<file path="src/rtl/sha256bh_pkg.sv">
// sha256bh_pkg: types, constant tables and sigma functions for the sha-256 block hasher
// used by sha256_block_hasher_top; no dependencies
`timescale 1ns / 1ps
`default_nettype none

package sha256bh_pkg;

    typedef enum logic [1:0] {
        ST_LOAD,
        ST_ROUND,
        ST_ADD,
        ST_EMIT
    } t_state;

    typedef logic [31:0] t_word;

    localparam t_word IV_TABLE [8] = '{
        32'h6a09e667, 32'hbb67ae85, 32'h3c6ef372, 32'ha54ff53a,
        32'h510e527f, 32'h9b05688c, 32'h1f83d9ab, 32'h5be0cd19
    };

    localparam t_word K_TABLE [64] = '{
        32'h428a2f98, 32'h71374491, 32'hb5c0fbcf, 32'he9b5dba5,
        32'h3956c25b, 32'h59f111f1, 32'h923f82a4, 32'hab1c5ed5,
        32'hd807aa98, 32'h12835b01, 32'h243185be, 32'h550c7dc3,
        32'h72be5d74, 32'h80deb1fe, 32'h9bdc06a7, 32'hc19bf174,
        32'he49b69c1, 32'hefbe4786, 32'h0fc19dc6, 32'h240ca1cc,
        32'h2de92c6f, 32'h4a7484aa, 32'h5cb0a9dc, 32'h76f988da,
        32'h983e5152, 32'ha831c66d, 32'hb00327c8, 32'hbf597fc7,
        32'hc6e00bf3, 32'hd5a79147, 32'h06ca6351, 32'h14292967,
        32'h27b70a85, 32'h2e1b2138, 32'h4d2c6dfc, 32'h53380d13,
        32'h650a7354, 32'h766a0abb, 32'h81c2c92e, 32'h92722c85,
        32'ha2bfe8a1, 32'ha81a664b, 32'hc24b8b70, 32'hc76c51a3,
        32'hd192e819, 32'hd6990624, 32'hf40e3585, 32'h106aa070,
        32'h19a4c116, 32'h1e376c08, 32'h2748774c, 32'h34b0bcb5,
        32'h391c0cb3, 32'h4ed8aa4a, 32'h5b9cca4f, 32'h682e6ff3,
        32'h748f82ee, 32'h78a5636f, 32'h84c87814, 32'h8cc70208,
        32'h90befffa, 32'ha4506ceb, 32'hbef9a3f7, 32'hc67178f2
    };

    function automatic t_word f_bsig0(input t_word x);
        return {x[1:0], x[31:2]} ^ {x[12:0], x[31:13]} ^ {x[21:0], x[31:22]};
    endfunction

    function automatic t_word f_bsig1(input t_word x);
        return {x[5:0], x[31:6]} ^ {x[10:0], x[31:11]} ^ {x[24:0], x[31:25]};
    endfunction

    function automatic t_word f_ssig0(input t_word x);
        return {x[6:0], x[31:7]} ^ {x[17:0], x[31:18]} ^ {3'b000, x[31:3]};
    endfunction

    function automatic t_word f_ssig1(input t_word x);
        return {x[16:0], x[31:17]} ^ {x[18:0], x[31:19]} ^ {10'b0, x[31:10]};
    endfunction

endpackage

`default_nettype wire

</file>
<file path="src/rtl/sha256_block_hasher_top.sv">
// sha256_block_hasher_top: sha-256 compression core with one shared round unit
// depends on sha256bh_pkg
//
// usage: feed the padded message as 32-bit big-endian words on the request channel
// (i_valid / o_stall), sixteen per 512-bit block. i_first_block is sampled on word 0
// of a block and reloads the initial hash; i_final_block is sampled on word 15 and
// makes the block emit its digest.
// words 0 to 14 are taken one per cycle. after word 15 the block raises o_stall and
// runs the 64 rounds on its single round unit, one round per cycle, then adds the
// working variables into the hash in ST_ADD; no word of the next block is taken
// until it is back in ST_LOAD.
// after a final block the eight digest words leave on the result channel
// (o_valid / i_stall) through one output register, index 0 first, the eighth flagged
// with o_digest_last; the block stays busy until the eighth word is in the register,
// and this takes longer while i_stall is high.
// a pending result does not block new input words once emission is done.
// reset (synchronous, active low) loads the initial hash, clears the word and round
// counters and empties the output register.
`timescale 1ns / 1ps
`default_nettype none

module sha256_block_hasher_top (
    input  wire                  i_clk,
    input  wire                  i_rst_n,
    input  wire                  i_valid,
    output logic                 o_stall,
    input  wire  [31:0]          i_message_word,
    input  wire                  i_first_block,
    input  wire                  i_final_block,
    output logic                 o_valid,
    input  wire                  i_stall,
    output logic [31:0]          o_digest_word,
    output logic [2:0]           o_digest_index,
    output logic                 o_digest_last
);
    import sha256bh_pkg::*;

    t_state      r_state, n_state;
    t_word       r_hash [8];
    t_word       n_hash [8];
    t_word       r_v [8];
    t_word       n_v [8];
    t_word       r_win [16];
    t_word       n_win [16];
    logic [3:0]  r_word_cnt, n_word_cnt;
    logic [5:0]  r_round, n_round;
    logic        r_final, n_final;
    logic [2:0]  r_emit_idx, n_emit_idx;
    logic        r_out_valid, n_out_valid;
    t_word       r_out_word, n_out_word;
    logic [2:0]  r_out_idx, n_out_idx;

    logic        in_acc;
    logic        out_load;
    t_word       w_new;
    t_word       t1;
    t_word       t2;

    assign o_stall = (r_state != ST_LOAD);
    assign in_acc  = i_valid && !o_stall;

    // round unit and schedule extension
    always_comb begin
        w_new = r_win[0] + f_ssig0(r_win[1]) + r_win[9] + f_ssig1(r_win[14]);
        t1 = r_v[7] + f_bsig1(r_v[4]) + ((r_v[4] & r_v[5]) ^ (~r_v[4] & r_v[6]))
           + K_TABLE[r_round] + r_win[0];
        t2 = f_bsig0(r_v[0]) + ((r_v[0] & r_v[1]) ^ (r_v[0] & r_v[2]) ^ (r_v[1] & r_v[2]));
    end

    always_comb begin
        n_state     = r_state;
        n_hash      = r_hash;
        n_v         = r_v;
        n_win       = r_win;
        n_word_cnt  = r_word_cnt;
        n_round     = r_round;
        n_final     = r_final;
        n_emit_idx  = r_emit_idx;
        n_out_word  = r_out_word;
        n_out_idx   = r_out_idx;
        n_out_valid = r_out_valid;
        out_load    = 1'b0;

        if (r_out_valid && !i_stall) begin
            n_out_valid = 1'b0;
        end

        unique case (r_state)
            ST_LOAD: begin
                if (in_acc) begin
                    if (r_word_cnt == 4'd0 && i_first_block) begin
                        n_hash = IV_TABLE;
                    end
                    for (int i = 0; i < 15; i++) begin
                        n_win[i] = r_win[i+1];
                    end
                    n_win[15]  = i_message_word;
                    n_word_cnt = r_word_cnt + 4'd1;
                    if (r_word_cnt == 4'd15) begin
                        n_v     = r_hash;
                        n_final = i_final_block;
                        n_round = 6'd0;
                        n_state = ST_ROUND;
                    end
                end
            end
            ST_ROUND: begin
                for (int i = 0; i < 15; i++) begin
                    n_win[i] = r_win[i+1];
                end
                n_win[15] = w_new;
                n_v[7] = r_v[6];
                n_v[6] = r_v[5];
                n_v[5] = r_v[4];
                n_v[4] = r_v[3] + t1;
                n_v[3] = r_v[2];
                n_v[2] = r_v[1];
                n_v[1] = r_v[0];
                n_v[0] = t1 + t2;
                n_round = r_round + 6'd1;
                if (r_round == 6'd63) begin
                    n_state = ST_ADD;
                end
            end
            ST_ADD: begin
                for (int i = 0; i < 8; i++) begin
                    n_hash[i] = r_hash[i] + r_v[i];
                end
                n_emit_idx = 3'd0;
                n_state    = r_final ? ST_EMIT : ST_LOAD;
            end
            ST_EMIT: begin
                if (!r_out_valid || !i_stall) begin
                    out_load    = 1'b1;
                    n_out_valid = 1'b1;
                    n_out_word  = r_hash[r_emit_idx];
                    n_out_idx   = r_emit_idx;
                    n_emit_idx  = r_emit_idx + 3'd1;
                    if (r_emit_idx == 3'd7) begin
                        n_state = ST_LOAD;
                    end
                end
            end
            default: begin
                n_state = ST_LOAD;
            end
        endcase
    end

    always_ff @(posedge i_clk) begin
        if (!i_rst_n) begin
            r_state     <= ST_LOAD;
            r_hash      <= IV_TABLE;
            r_v         <= '{default: 32'h0};
            r_word_cnt  <= 4'd0;
            r_round     <= 6'd0;
            r_final     <= 1'b0;
            r_emit_idx  <= 3'd0;
            r_out_valid <= 1'b0;
        end else begin
            r_state     <= n_state;
            r_hash      <= n_hash;
            r_v         <= n_v;
            r_word_cnt  <= n_word_cnt;
            r_round     <= n_round;
            r_final     <= n_final;
            r_emit_idx  <= n_emit_idx;
            r_out_valid <= n_out_valid;
        end
    end

    // schedule window and output payload need no reset
    always_ff @(posedge i_clk) begin
        r_win <= n_win;
        if (out_load) begin
            r_out_word <= n_out_word;
            r_out_idx  <= n_out_idx;
        end
    end

    assign o_valid        = r_out_valid;
    assign o_digest_word  = r_out_word;
    assign o_digest_index = r_out_idx;
    assign o_digest_last  = (r_out_idx == 3'd7);

    a_busy_after_block: assert property (@(posedge i_clk) disable iff (!i_rst_n)
        (in_acc && r_word_cnt == 4'd15) |=> (o_stall && r_state == ST_ROUND && r_round == 6'd0))
        else $error("round unit did not start after sixteenth word");

    a_round_idle: assert property (@(posedge i_clk) disable iff (!i_rst_n)
        (r_state == ST_LOAD) |-> (r_round == 6'd0))
        else $error("round counter not cleared between blocks");

    a_emit_entry: assert property (@(posedge i_clk) disable iff (!i_rst_n)
        (r_state == ST_ADD && r_final) |=> (r_state == ST_EMIT && r_emit_idx == 3'd0))
        else $error("digest emission did not start at word zero");

    a_no_input_on_emit: assert property (@(posedge i_clk) disable iff (!i_rst_n)
        (out_load && r_emit_idx == 3'd0) |-> (r_word_cnt == 4'd0))
        else $error("digest emitted with a partial block pending");

endmodule

`default_nettype wire
</file>
<file path="config.mk">
export PLATFORM = sky130hd
export DESIGN_NAME = sha256_block_hasher_top
export DESIGN_NICKNAME = d
export VERILOG_FILES = /design/src/rtl/sha256bh_pkg.sv /design/src/rtl/sha256_block_hasher_top.sv
export SDC_FILE = /design/constraint.sdc
export NUM_CORES = 2
export LEC_CHECK = 0
export BUFFER_PORTS_ARGS = -buffer_cell sky130_fd_sc_hd__buf_2
export CAP_MARGIN = 20
export CORE_MARGIN = 3
export CORE_UTILIZATION = 60
export CTS_CLUSTER_DIAMETER = 200
export DETAILED_ROUTE_END_ITERATION = 8
export GPL_TIMING_DRIVEN = 0
export PLACE_DENSITY = 0.76
export REMOVE_ABC_BUFFERS = 1
export SLEW_MARGIN = 20
export SYNTH_ARGS = -nofsm -noshare
export SYNTH_HDL_FRONTEND = slang
export SYNTH_SLANG_ARGS = --single-unit
export TNS_END_PERCENT = 30
</file>
<file path="constraint.sdc">
create_clock -name i_clk -period 41.1 [get_ports i_clk]
set_input_delay 8.22 -clock i_clk [delete_from_list [all_inputs] [get_ports i_clk]]
set_output_delay 8.22 -clock i_clk [all_outputs]
set_load 0.01 [all_outputs]
</file>
==> summary.txt <==
STA
  – Setup TNS: 0 ps
  – Worst slew pin tran: 1170 ps
  – Max Fclk: 0.0897 GHz
  – Final setup viols: 0
  – Tmin final: 11150 ps
  – Slew Limit Fails: 0
  – Setup WS post-layout: 29950 ps
  – Relative slew slack: 21.9%
  – Final Cycle Share: 27.1%
  – Final Hold Viols: 0
  – Hold slack: 402 ps
  – Fin Clk Skew: 58.0 ps
  – RSZ-0062 raised after global routing: no

Placed design
  – Placer Congestion: 0.965
  – Post-placement cell count: 8412
  – Post-DP Area: 0.0719 sq mm
  – IO buf count: 75
  – Setup slack at placement: 29410 ps
  – DP HPWL: 156000 microns

Clock tree
  – CTS HTree Levels: 3
  – Clk Latency, worst-skew pair: 760 ps
  – Clk sinks: 1076
  – Total setup buffers inserted after CTS: 0
  – # resized after CTS: 0
  – CTS tree: yes
  – TritonCTS Buffers: 114
  – Hold-fix buffers, CTS: 0
  – Clk buf depth: 3
  – CTS clk-pin slew, worst paths: 70 ps
  – CTS root buf: clkbuf_16

Worst hold path
  – WHS Endpoint: r_win[267]
  – Worst hold stages: 0
  – Min-delay src: r_win[235]
  – Worst hold path type: flip-flop to flip-flop

Global route
  – Antenna violations before repair: 4
  – Global-route wire length before repair: 321000 microns
  – Vias in the first global route: 54018
  – Total GRT Usage: 34.7%
  – Total grt overflow: 0
  – Largest net degree at the start of global routing: 115

Final layout
  – N_diodes: 0
  – Leading cell type in the layout, fill and taps excluded: nand2_1
  – NumNets Final: 7664
  – Proportion of layout cells with a drive suffix above 1: 8.18%
  – Final instance area: 0.0758 sq mm
  – Post-route insts no fill: 8627
  – Area delta synth->final: 9.92%
  – Layout Utilization: 66.9%
  – Most frequent cells in the layout: nand2_1 (805), edfxtp_1 (547), dfxtp_1 (519)

Pwr
  – Combinational power share: 14.1%
  – Maximum VDD drop: 0.0490 mV
  – Int Power: 1.92 mW
  – Sequential cell fraction of total power: 44.8%
  – Clock power share: 41.1%
  – Total Power: 2.63 mW
  – PD cells: 34.7 mW/mm^2
  – Switching power: 0.706 mW
  – Leakage: 33.5 nW
  – Sw Share: 26.8%

Yosys
  – Seq/Total Area, Yosys: 39.2%
  – Number of synthesized flops with an enable pin: 547
  – Synthesized flop and latch total: 1076
  – Fraction of registers with async set/reset: 0%
  – Ys flop type: edfxtp_1
  – Synth area leader: edfxtp_1
  – Area contributors post-synth: edfxtp_1 (24%), dfxtp_1 (15%), ha_1 (7.3%)
  – Share of the synthesized area in the top cell type: 23.8%
  – Syn. warnings: 0
  – Syn Area/Cell: 9.65 sq um
  – Mapped Area: 0.0690 sq mm
  – Post-synth cell types: 114
  – Mapped Cells: 7149

Worst setup path
  – Register-to-Register Path Depth: 32
  – Worst Path Required: 41750 ps
  – Maximum fanout along the worst path: 31
  – Worst r2r src: r_round[1]
  – Max incr delay on CP: 720 ps
  – Arrival time of the worst setup path: 11790 ps
  – Nature of the critical path endpoint: flip-flop
  – Worst path most repeated cell: buf_16
  – Worst r2r dst: r_v[255]
  – Worst-path cell chain: buf_2, nand4_1, buf_6, a21oi_4, buf_16, buf_16, buf_16, buf_16, buf_16, buf_16, o211ai_1, and3_1
  – Minimum setup slack among reg-to-reg paths: 30590 ps
  – Crit path max-delay cell type: nand4_1
  – Setup CP Type: primary input to flip-flop
  – Worst setup SP type: primary input

Route
  – Iteration-0 DRC Markers: 6300
  – Vias: 55744
  – DRC viols: 0
  – Via/cell ratio: 6.46
  – Final WL: 213000 microns
  – Remaining antenna violation count after routing: 0
  – Drt first pass iters: 6
  – Per-cell routed wire length: 24.7 microns

Floorplan
  – Core area: 0.113 sq mm
  – Initial Util: 60.9%
  – # rows: 123
  – Io pins: 76
  – Die X: 345 microns
  – Die area: 0.119 sq mm
  – Die Y: 345 microns

Status
  – Status: completed

Flow run
  – Max Cap Violations: 0
cell type report:
type | count | area [sq um]
fillers | 8621 | 37500
clock inverters | 77 | 926
well taps | 1500 | 1880
inverters | 514 | 1930
repair buffers | 164 | 2540
multi-input cells | 5158 | 38500
flip-flops and latches | 1076 | 27000
clock buffers | 138 | 2980
state kept, by name, summed over array words and instances, names as in the netlist:
name / cells
r_final: 1
o_digest_index: 3
r_emit_idx: 3
o_digest_word: 32
r_hash: 256
r_state: 2
r_win: 512
r_v: 256
r_round: 6
r_word_cnt: 4
o_valid: 1
power by group through the flow:
stage	Combinational, mW	Sequential (mW)	Clock [mW]
final	0.371	1.18	1.08
after detailed placement	0.360	1.20	0
after CTS	0.369	1.18	1.09
after floorplan	0.253	1.21	0
after global placement	0.344	1.22	0
after global routing	0.411	1.18	1.13
worst max-delay path by stage:
stage               cells past startpoint     from       end  slack (ps)
floorplan                               2  i_valid  r_win[0]       10190
global placement                        5  i_valid  r_v[114]         540
detailed placement                     12  i_valid   r_v[63]       29410
CTS                                    12  i_valid   r_v[63]       30190
global route                           12  i_valid  r_v[125]       29960
finish                                 12  i_valid   r_v[63]       29950
critical path: cells and delay by family:
family / cells / cell delay [ps]
and+or+nand+nor: 2 / 900
buffers and inverters: 8 / 1810
AOI/OAI and AO/OA: 2 / 790
cells by family after synthesis:
| family | synth area share [%] |
|---|---|
| xor gates and xnor gates | 6.88 |
| and+or+nand+nor | 13.3 |
| muxes | 3.75 |
| buffers and inverters | 5.16 |
| AOI/OAI and AO/OA | 18.8 |
| DFF | 39.2 |
| adders and majority gates | 13.0 |
per-layer routing:
metal | track usage (%) | up-vias | wire length, microns
li1 | - | 25361 | -
met1 | 44.3 | 27099 | 82700
met2 | 56.2 | 2659 | 97800
met3 | 5.00 | 625 | 17600
met4 | 20.8 | 0 | 14800
met5 | 0 | - | 0
synth_stat cells, drive strengths merged (28+ instances only):
cell type  count
a21o         188
o22ai         39
a211oi        58
nor3         132
o211a        169
buf           47
mux2i         28
a22oi         40
clkbuf       350
xnor2        331
nor2         307
inv          510
edfxtp       547
a31oi         46
or3           51
ha           403
o21ai        371
fa           195
o31ai         42
dfxtp        529
nand2        810
mux4          71
and3          79
nor2b         95
a21oi        439
mux2          63
nand2b        54
a21boi        83
o21a          73
xor2         207
nand3        317
o21bai        48
o221ai        43
o211ai        62
Power figures use the tool's default switching activity.
